**config.mk**
```make
export PLATFORM = sky130hd
export DESIGN_NAME = register_file_alu_step
export DESIGN_NICKNAME = d
export VERILOG_FILES = /design/src/sv/rfas_pkg.sv /design/src/sv/register_file_alu_step.sv /design/src/sv/rfas_alu.sv
export SDC_FILE = /design/constraint.sdc
export NUM_CORES = 1
export LEC_CHECK = 0
export ABC_AREA = 1
export BUFFER_PORTS_ARGS = -buffer_cell sky130_fd_sc_hd__buf_2
export CORE_MARGIN = 2
export CORE_UTILIZATION = 30
export DETAILED_ROUTE_END_ITERATION = 16
export GPL_TIMING_DRIVEN = 0
export SLEW_MARGIN = 10
export SYNTH_ARGS = -nofsm -noshare
export SYNTH_HDL_FRONTEND = slang
export SYNTH_SLANG_ARGS = --single-unit
```
**constraint.sdc**
```tcl
create_clock -name clock -period 4.4 [get_ports clock]
set_input_delay 0.66 -clock clock [delete_from_list [all_inputs] [get_ports clock]]
set_output_delay 0.66 -clock clock [all_outputs]
set_load 0.1 [all_outputs]
```
**src/sv/rfas_pkg.sv**
```systemverilog
// Package for the register file ALU step block.
// Holds word and index types, operation and command codes, reset values.
// No dependencies.
package rfas_pkg;

   localparam int unsigned WORD_W    = 16;
   localparam int unsigned NUM_REGS  = 8;
   localparam int unsigned REG_IDX_W = 3;
   localparam int unsigned SHAMT_W   = 4;

   typedef logic [WORD_W-1:0]    word_type;
   typedef logic [REG_IDX_W-1:0] reg_idx_type;
   typedef logic [SHAMT_W-1:0]   shamt_type;

   typedef enum logic {
      CMD_EXEC = 1'b0,
      CMD_READ = 1'b1
   } cmd_type;

   typedef enum logic [2:0] {
      OP_ADD = 3'd0,
      OP_SUB = 3'd1,
      OP_AND = 3'd2,
      OP_OR  = 3'd3,
      OP_XOR = 3'd4,
      OP_SHL = 3'd5,
      OP_SHR = 3'd6,
      OP_CMP = 3'd7
   } alu_op_type;

   // Compare outcomes as written to Rx
   localparam word_type CMP_EQ = 16'd0;
   localparam word_type CMP_GT = 16'd1;
   localparam word_type CMP_LT = 16'd2;

   localparam word_type REG_RESET [NUM_REGS] = '{
      16'hE013, 16'h1234, 16'hF79A, 16'h8012,
      16'h6345, 16'hABCD, 16'h7B23, 16'hABBB
   };

   // Instruction field extraction
   function automatic reg_idx_type instr_rx(input word_type instr);
      return instr[15:13];
   endfunction

   function automatic reg_idx_type instr_ry(input word_type instr);
      return instr[12:10];
   endfunction

   function automatic alu_op_type instr_op(input word_type instr);
      return alu_op_type'(instr[4:2]);
   endfunction

endpackage

```
**src/sv/register_file_alu_step.sv**
```systemverilog
// Register file ALU step: eight 16-bit registers with an ALU in front of them.
// Depends on rfas_pkg and rfas_alu.
//
// The block takes one request beat per clock while req_stall is low and returns
// exactly one response beat per request, in order. A read (req_cmd = 1) returns
// the register named by req_reg_index; an execute (req_cmd = 0) decodes
// req_instruction (Rx in bits 15-13, Ry in bits 12-10, operation in bits 4-2),
// writes the ALU result back to Rx and returns it. Throughput is one beat per
// cycle while neither channel stalls. The request beat is captured into the
// operand stage when it is accepted and moves into the response register once
// that register is free, which raises rsp_valid; the response beat is then
// taken when rsp_stall is low. Back to back dependent instructions run at full
// rate: the result of the instruction in the operand stage is forwarded into
// the read of the next one. The registers hold their fixed reset values right
// out of reset: a per-register valid bit selects the reset constant until the
// first write, so no clearing pass is needed. req_stall rises only when the
// response register is full and rsp_stall is high.
module register_file_alu_step (
   input  logic                  clock,
   input  logic                  reset,
   // request channel
   input  logic                  req_valid,
   output logic                  req_stall,
   input  logic                  req_cmd,
   input  rfas_pkg::word_type    req_instruction,
   input  rfas_pkg::reg_idx_type req_reg_index,
   // response channel
   output logic                  rsp_valid,
   input  logic                  rsp_stall,
   output rfas_pkg::word_type    rsp_value
);
   import rfas_pkg::*;

   // ---------------------------------------------------------------------
   // Register file storage and valid bits
   // ---------------------------------------------------------------------
   word_type         reg_mem [NUM_REGS];
   logic [NUM_REGS-1:0] reg_vld_ff;
   logic [NUM_REGS-1:0] reg_vld_in;

   // ---------------------------------------------------------------------
   // Operand stage
   // ---------------------------------------------------------------------
   logic        s1_valid_ff, s1_valid_in;
   cmd_type     s1_cmd_ff;
   reg_idx_type s1_rx_ff;
   alu_op_type  s1_op_ff;
   word_type    s1_opa_ff;
   word_type    s1_opb_ff;

   // ---------------------------------------------------------------------
   // Response stage
   // ---------------------------------------------------------------------
   logic     rsp_valid_ff, rsp_valid_in;
   word_type rsp_value_ff;

   // Handshake and datapath controls
   logic        req_accept;
   logic        s1_adv;
   logic        s1_wr;
   logic        rsp_free;
   cmd_type     req_cmd_t;
   reg_idx_type rd_addr_a;
   reg_idx_type rd_addr_b;
   logic        fwd_a;
   logic        fwd_b;
   word_type    alu_res;
   word_type    s1_result;

   // The response register frees up when empty or when its beat is taken
   assign rsp_free   = !rsp_valid_ff || !rsp_stall;
   // The operand stage moves on whenever the response register can take it
   assign s1_adv     = s1_valid_ff && rsp_free;
   assign req_stall  = s1_valid_ff && !rsp_free;
   assign req_accept = req_valid && !req_stall;

   // Execute beats write Rx as they leave the operand stage
   assign s1_wr = s1_adv && (s1_cmd_ff == CMD_EXEC);

   // Port A reads Rx for an execute, the named register for a read
   assign req_cmd_t = cmd_type'(req_cmd);
   assign rd_addr_a = (req_cmd_t == CMD_READ) ? req_reg_index : instr_rx(req_instruction);
   assign rd_addr_b = instr_ry(req_instruction);

   // Forward the writeback that lands on the same edge as this read
   assign fwd_a = s1_wr && (s1_rx_ff == rd_addr_a);
   assign fwd_b = s1_wr && (s1_rx_ff == rd_addr_b);

   rfas_alu u_alu (
      .opa    (s1_opa_ff),
      .opb    (s1_opb_ff),
      .op     (s1_op_ff),
      .result (alu_res)
   );

   assign s1_result = (s1_cmd_ff == CMD_READ) ? s1_opa_ff : alu_res;

   // ---------------------------------------------------------------------
   // Control next-state
   // ---------------------------------------------------------------------
   always_comb begin
      s1_valid_in  = s1_valid_ff;
      rsp_valid_in = rsp_valid_ff;
      reg_vld_in   = reg_vld_ff;

      // hold unless the stage drains or refills
      if (req_accept) begin
         s1_valid_in = 1'b1;
      end else if (s1_adv) begin
         s1_valid_in = 1'b0;
      end

      if (s1_adv) begin
         rsp_valid_in = 1'b1;
      end else if (!rsp_stall) begin
         rsp_valid_in = 1'b0;
      end

      if (s1_wr) begin
         reg_vld_in[s1_rx_ff] = 1'b1;
      end
   end

   always_ff @(posedge clock) begin
      if (reset) begin
         s1_valid_ff  <= 1'b0;
         rsp_valid_ff <= 1'b0;
         reg_vld_ff   <= '0;
      end else begin
         s1_valid_ff  <= s1_valid_in;
         rsp_valid_ff <= rsp_valid_in;
         reg_vld_ff   <= reg_vld_in;
      end
   end

   // ---------------------------------------------------------------------
   // Register file write, registered reads and operand capture
   // ---------------------------------------------------------------------
   always_ff @(posedge clock) begin
      if (s1_wr) begin
         reg_mem[s1_rx_ff] <= alu_res;
      end

      if (req_accept) begin
         s1_cmd_ff <= req_cmd_t;
         s1_rx_ff  <= instr_rx(req_instruction);
         s1_op_ff  <= instr_op(req_instruction);
         // unwritten registers read as their reset value
         s1_opa_ff <= fwd_a ? alu_res :
                      reg_vld_ff[rd_addr_a] ? reg_mem[rd_addr_a] : REG_RESET[rd_addr_a];
         s1_opb_ff <= fwd_b ? alu_res :
                      reg_vld_ff[rd_addr_b] ? reg_mem[rd_addr_b] : REG_RESET[rd_addr_b];
      end
   end

   // Advance the result into the response register
   always_ff @(posedge clock) begin
      if (s1_adv) begin
         rsp_value_ff <= s1_result;
      end
   end

   assign rsp_valid = rsp_valid_ff;
   assign rsp_value = rsp_value_ff;

   // ---------------------------------------------------------------------
   // Assertions
   // ---------------------------------------------------------------------
   // Backpressure on requests only ever comes from a stalled, full response
   a_stall_source: assert property (@(posedge clock) disable iff (reset)
      req_stall |-> (rsp_valid_ff && rsp_stall))
      else $error("req_stall without response backpressure");

   // A stalled operand stage keeps its beat
   a_s1_hold: assert property (@(posedge clock) disable iff (reset)
      (s1_valid_ff && rsp_valid_ff && rsp_stall) |=> s1_valid_ff)
      else $error("operand stage lost a beat under stall");

   // A writeback marks its register as written
   a_wr_marks_valid: assert property (@(posedge clock) disable iff (reset)
      s1_wr |=> reg_vld_ff[$past(s1_rx_ff)])
      else $error("register valid bit not set after writeback");

   // A compare yields only equal, greater or less
   a_cmp_range: assert property (@(posedge clock) disable iff (reset)
      (s1_wr && (s1_op_ff == OP_CMP)) |=> (rsp_value_ff == CMP_EQ ||
         rsp_value_ff == CMP_GT || rsp_value_ff == CMP_LT))
      else $error("compare result out of range");

   // Every beat leaving the operand stage shows up as a response
   a_adv_to_rsp: assert property (@(posedge clock) disable iff (reset)
      s1_adv |=> rsp_valid_ff)
      else $error("advanced beat missing from response register");

endmodule

```
**src/sv/rfas_alu.sv**
```systemverilog
// Combinational ALU for the register file ALU step block.
// Depends on rfas_pkg for the word type and operation codes.
module rfas_alu (
   input  rfas_pkg::word_type   opa,
   input  rfas_pkg::word_type   opb,
   input  rfas_pkg::alu_op_type op,
   output rfas_pkg::word_type   result
);
   import rfas_pkg::*;

   shamt_type shamt;

   assign shamt = opb[SHAMT_W-1:0];

   always_comb begin
      unique case (op)
         OP_ADD: result = opa + opb;
         OP_SUB: result = opa - opb;
         OP_AND: result = opa & opb;
         OP_OR:  result = opa | opb;
         OP_XOR: result = opa ^ opb;
         OP_SHL: result = opa << shamt;
         OP_SHR: result = opa >> shamt;
         OP_CMP: begin
            if (opa == opb) begin
               result = CMP_EQ;
            end else if (opa > opb) begin
               result = CMP_GT;
            end else begin
               result = CMP_LT;
            end
         end
         default: result = CMP_EQ;
      endcase
   end

endmodule
```
After elaboration in Yosys (flattened, before gate mapping):

Memory sizes are Yosys's and may differ from the RTL's.
Cells that the tools add are included.

* ROM bits: 256
* bits in writable memories: 128
* bits of input ports: 24
* memories: 3
* register bits after elaboration: 65

Memories
* (no name shown): words 8, bits a word 16, rd ports 1, clocked after Yosys merged registers in 0, wr ports 0, RTL line register_file_alu_step.sv:152 `reg_vld_ff[rd_addr_b] ? reg_mem[rd_addr_b] : REG_RESET[rd_addr_b];`
* (no name shown): words 8, bits a word 16, rd ports 1, clocked after Yosys merged registers in 0, wr ports 0, RTL line register_file_alu_step.sv:150 `reg_vld_ff[rd_addr_a] ? reg_mem[rd_addr_a] : REG_RESET[rd_addr_a];`
* reg_mem: words 8, bits a word 16, rd ports 2, clocked after Yosys merged registers in 0, wr ports 1, RTL line register_file_alu_step.sv:37 `word_type reg_mem [NUM_REGS];`

* order comparisons: 7
* mux-type cells: 25
* add/sub/neg operators: 2
* reductions and logical operators: 14
* equality and inequality tests: 11
* shift-type cells: 2
* bitwise operators: 7

Operator list (number)
* $mux W16: 10
* $pmux W16 S8: 1
* $add A16 B16 Y16: 1
* $and A16 B16 Y16: 1
* $eq A16 B16 Y1: 1
* $gt A16 B16 Y1: 1
* $or A16 B16 Y16: 1
* $shl A16 B4 Y16: 1
* $shr A16 B4 Y16: 1
* $sub A16 B16 Y16: 1
* $xor A16 B16 Y16: 1
* $eq A3 B3 Y1 const B: 4
* $lt A3 B4 Y1 const B: 3
* $mux W1: 9
* $ge A4 B4 Y1 const B: 2
* $not A3 Y4: 2
* $or A8 B8 Y8: 1
* $logic_and A1 B1 Y1: 7
* $bmux W1 S3: 2
* $eq A3 B2 Y1 const B: 2
* $eq A3 B3 Y1: 2
* $logic_not A1 Y1: 4
* $demux W1 S3: 1
* $eq A3 B1 Y1 const B: 1
* other kinds (8): 8

Longest topological paths before layout:

* word-level depth: 7
* depth in mapped cells: 16
* depth with buffers taken out: 14

By module:

From an unflattened synthesis, not the netlist that was laid out.

* cell total of the unflattened synthesis: 2004
* area total of the unflattened synthesis: 14543.9 um^2

Modules (own cells, without submodules)
* register_file_alu_step: area each 10127.2 um^2, times used 1, cells each 1149, seq. area each 5695.5 um^2
* rfas_alu: area each 4416.7 um^2, times used 1, cells each 855, seq. area each 0.0 um^2

Least setup slack after synthesis:

Ideal clock, no wire load.

* path kind: reg2reg
* start point: reg rsp_valid_ff, in the netlist rsp_valid
* end point: mem reg_mem[0][0] in the netlist's numbering (enable)
* slack: 0.738 ns
* stages on the path, launching flop included: 6
* clock period less this slack: 3.662 ns
* arrival time: 3.251 ns
* library setup time: 0.412 ns
* required time: 3.988 ns
* cell sequence: dfxtp_1 a21oi_1 nand2_1 nor2_1 inv_1 nor3_1

* word-level cells in the longest chain between the ends: 6

Ends and longest elaborated chain
* start: declaration: RTL line register_file_alu_step.sv:54 `logic rsp_valid_ff, rsp_valid_in;`
* start signal: assignment: RTL line register_file_alu_step.sv:131 `rsp_valid_ff <= rsp_valid_in;`
* $logic_not A1 Y1: RTL line register_file_alu_step.sv:71 `assign rsp_free = !rsp_valid_ff || !rsp_stall;`
* $logic_or A1 B1 Y1: RTL line register_file_alu_step.sv:71
* $logic_and A1 B1 Y1: RTL line register_file_alu_step.sv:73 `assign s1_adv = s1_valid_ff && rsp_free;`
* $logic_and A1 B1 Y1: RTL line register_file_alu_step.sv:78 `assign s1_wr = s1_adv && (s1_cmd_ff == CMD_EXEC);`
* $mux W1: RTL line register_file_alu_step.sv:140 `if (s1_wr) begin`
* $mux W1 (not written as such): RTL line register_file_alu_step.sv:141 `reg_mem[s1_rx_ff] <= alu_res;`
* end: declaration: RTL line register_file_alu_step.sv:37

Every way passes these cells.

Worst setup path after layout:

* start point: reg s1_opb_ff[2]
* end point: mem reg_mem[6][9] in the netlist's numbering, data pin

* word-level cells in the longest chain between the ends: 2

Ends and longest elaborated chain
* start: declaration: RTL line register_file_alu_step.sv:49 `word_type s1_opb_ff;`
* start signal: assignment: RTL line register_file_alu_step.sv:151 `s1_opb_ff <= fwd_b ? alu_res :`
* $sub A16 B16 Y16, or another cell as far along: RTL line rfas_alu.sv:18 `OP_SUB: result = opa - opb;`
* $pmux W16 S8 *: RTL line rfas_alu.sv:16 `unique case (op)`
* named net alu_res[9]: RTL line register_file_alu_step.sv:67 `word_type alu_res;`

Mark *: on every way through the listed nets, which the timed path passes. The rest lies on a longest branch.

==> results.py <==
metrics = {
    "detailed_routing": {
        "routedWlPerCell_um": 21.4,
        "viasPerCell": 5.38,
        "drc": 0,
        "vias": 13629,
        "ant_nets": 0,
        "wl_um": 54200,
        "drtIter0Drc": 1668,
        "drt-pass1-iter-count": 6,
    },
    "critical_path": {
        "required_ns": 4.51,
        "arrival_ns": 4.41,
        "critPathKind": "flip-flop to flip-flop",
        "crit_path_end_kind": "flip-flop",
        "r2r_cells": 14,
        "start_kind": "flip-flop",
        "critPathMaxFanout": 11,
    },
    "sta": {
        "max_freq_mhz": 233,
        "final-hold-violation-count": 0,
        "fin_skew_ns": 0.0196,
        "slew_violations": 0,
        "rsz0062_at_grt": "no",
        "timing.final.crit_share_pct": 97.7,
        "max_slew.worst_pin.slew_ns": 1.01,
        "slew_headroom_pct": 32.6,
        "finalSetupViolCount": 0,
        "fin_crit_ns": 4.30,
    },
    "global_route": {
        "overflow": 0,
        "grt_pass1_wl_um": 80300,
        "antenna_found_initial": 0,
        "track_usage_pct": 22.7,
        "grt_pass1_vias": 12993,
        "grt_max_degree": 40,
    },
    "clock_network": {
        "cts_hold_buf": 0,
        "root_buffer": "clkbuf_16",
        "postCtsSetupBuffers": 0,
        "h-tree-depth": 4,
        "clkSlewWorstSetupHoldPaths_ns": 0.08,
        "clockBufferDepth": 2,
        "cts_buffers": 17,
        "cts_resized": 0,
        "cts_tree": "yes",
        "cts_num_sinks": 193,
        "clk_latency_ns": 0.46,
    },
    "synthesis": {
        "syn_area_per_cell_sq_um": 7.42,
        "syn_inst": 1855,
        "ys_seq_area_share_pct": 41.4,
        "async_flop_share_pct": 0,
        "ys_ff_latch": 193,
        "ys_types": 43,
        "yosysMostFrequentCell": "nand2_1",
        "synth_ff_type": "edfxtp_1",
        "netlist.top_cell.by_area": "edfxtp_1",
        "synth_edf_count": 183,
        "synthTopCellsByArea": "edfxtp_1 40%, nand2_1 15%, nand3_1 6.1%, ha_1 5.4%, inv_1 5.2%",
        "synth_top_area_share_pct": 39.9,
        "synth_fp_nets": 1940,
        "synth_top_cells_by_count": "553 x nand2_1, 192 x inv_1, 183 x edfxtp_1",
        "syn-cell-area_sq_mm": 0.0138,
        "ys_warn_count": 0,
    },
    "finish": {
        "num-nets-final": 2005,
        "antennaDiodeCount": 0,
        "fin_area_sq_mm": 0.0155,
        "areaGrowthSynthToFinish_pct": 12.6,
        "drive_gt1_share_pct": 8.90,
    },
    "hold_path": {
        "worstHoldPathType": "input port to flip-flop",
        "hold_depth": 1,
    },
    "power": {
        "p_per_area_mw_per_mm2": 364,
        "ir_worst_vdd_uv": 233,
        "p_sw_mw": 2.20,
        "pwr-share-seq_pct": 40.1,
        "p_clk_share_pct": 29.1,
        "p_leak_nw": 6.78,
        "swShare_pct": 39.1,
        "p_int_mw": 3.43,
        "p_comb_share_pct": 30.8,
        "finalPower_mw": 5.63,
    },
    "floorplan": {
        "die_h_um": 218,
        "rows": 78,
        "dieArea_sq_mm": 0.0476,
        "core_area_sq_mm": 0.0453,
        "start_util_pct": 30.4,
        "die_w_um": 218,
        "io_pins": 42,
    },
    "placed_design": {
        "dp_hpwl_um": 41100,
        "dpl_cell_area_sq_mm": 0.0149,
        "port_buffers": 33,
        "gp_congestion": 0.984,
    },
    "run_status": {
        "status": "finished clean",
    },
    "job": {
        "drv_cap": 0,
    },
}
flip-flops by register name, summed over array words and instances, names as in the netlist:
| name | count |
|---|---|
| s1_op_ff | 3 |
| reg_mem | 128 |
| rsp_valid | 1 |
| rsp_value | 16 |
| s1_opb_ff | 16 |
| s1_cmd_ff | 1 |
| s1_opa_ff | 16 |
| reg_vld_ff | 8 |
| s1_valid_ff | 1 |
| s1_rx_ff | 3 |
worst max-delay path, stage by stage, from the launching register on:
cell	delay, ns
edfxtp_1	0.64
clkinv_1	0.43
clkbuf_1	0.43
ha_1	0.40
buf_2	0.20
inv_1	0.12
nand2_1	0.10
nand2_1	0.05
nand2_1	0.05
nand3_1	0.18
nand3_1	0.15
nand2_1	0.06
nand2_1	0.05
nand3_1	0.20
a21boi_1	0.87
worst paths after layout:
kind | startpoint | endpoint | slack, ns
setup / recovery | s1_opb_ff[2]$_DFFE_PP_ | reg_mem[6][9]$_DFFE_PP_ | 0.10
hold / removal | req_instruction[3] | s1_op_ff[1]$_DFFE_PP_ | 0.40
setup reg to reg | s1_opb_ff[2]$_DFFE_PP_ | reg_mem[6][9]$_DFFE_PP_ | 0.10
hold reg to reg | reg_vld_ff[2]$_SDFFE_PP0P_ | reg_vld_ff[2]$_SDFFE_PP0P_ | 0.50
metrics by stage:
| stage | TNS, ns | cells | util, % | setup slack, ns | hold WS [ns] |
|---|---|---|---|---|---|
| 2_1_floorplan | 0 | 1855 | - | 0.738 | 0.457 |
| 3_3_place_gp | -57.33 | 2488 | 32.4 | -1.13 | 0.463 |
| 3_5_place_dp | 0 | 2501 | 32.9 | 0.291 | 0.491 |
| 4_1_cts | 0 | 2533 | 34.2 | 0.272 | 0.387 |
| 5_1_grt | 0 | 2533 | 34.2 | 0.0292 | 0.396 |
| 6_report | 0 | 2533 | 34.2 | 0.102 | 0.400 |
cells by family (layout without fill, tap and decap cells):
logic type | count (synthesis) | after routing | share of synthesized area, %
simple gates | 959 | 959 | 29.3
compound gates | 340 | 340 | 13.8
buf+inv | 289 | 367 | 8.96
flops | 193 | 193 | 41.4
fa+ha+maj | 61 | 61 | 5.66
xor+xnor | 12 | 12 | 0.764
mux | 1 | 1 | 0.0727
power by group through the flow:
stage | Clock, mW | Sequential, mW | Combinational, mW
after floorplan | 0 | 2.33 | 1.03
after global placement | 0 | 2.29 | 1.67
after detailed placement | 0 | 2.29 | 1.69
after CTS | 1.65 | 2.25 | 1.69
after global routing | 1.71 | 2.26 | 1.89
final | 1.64 | 2.26 | 1.73
routing by layer:
layer	track usage (%)	vias up	part of all wire, %
li1	-	6307	-
met1	29.3	6350	41
met2	36.6	800	45
met3	3.60	172	8.7
met4	12.1	0	5.5
met5	0	-	0
area by class of cell:
type	count	area, sq um
Buffer	87	470
Clock inverter	15	180
Timing Repair Buffer	46	344
Tap cell	600	751
Inverter	202	762
Sequential cell	193	5700
Clock buffer	17	425
Multi-Input combinational cell	1373	6860
Fill cell	4828	29800
cell usage in the layout (no fill, tap or decap), types with 55 or more instances in the layout:
cell type,n
inv_1,191
a21oi_1,115
o21ai_0,140
nand2_1,553
nor2_1,172
o211ai_1,55
ha_1,59
nand3_1,169
buf_2,67
edfxtp_1,183
Note: power is estimated with default switching activity, not from simulation.
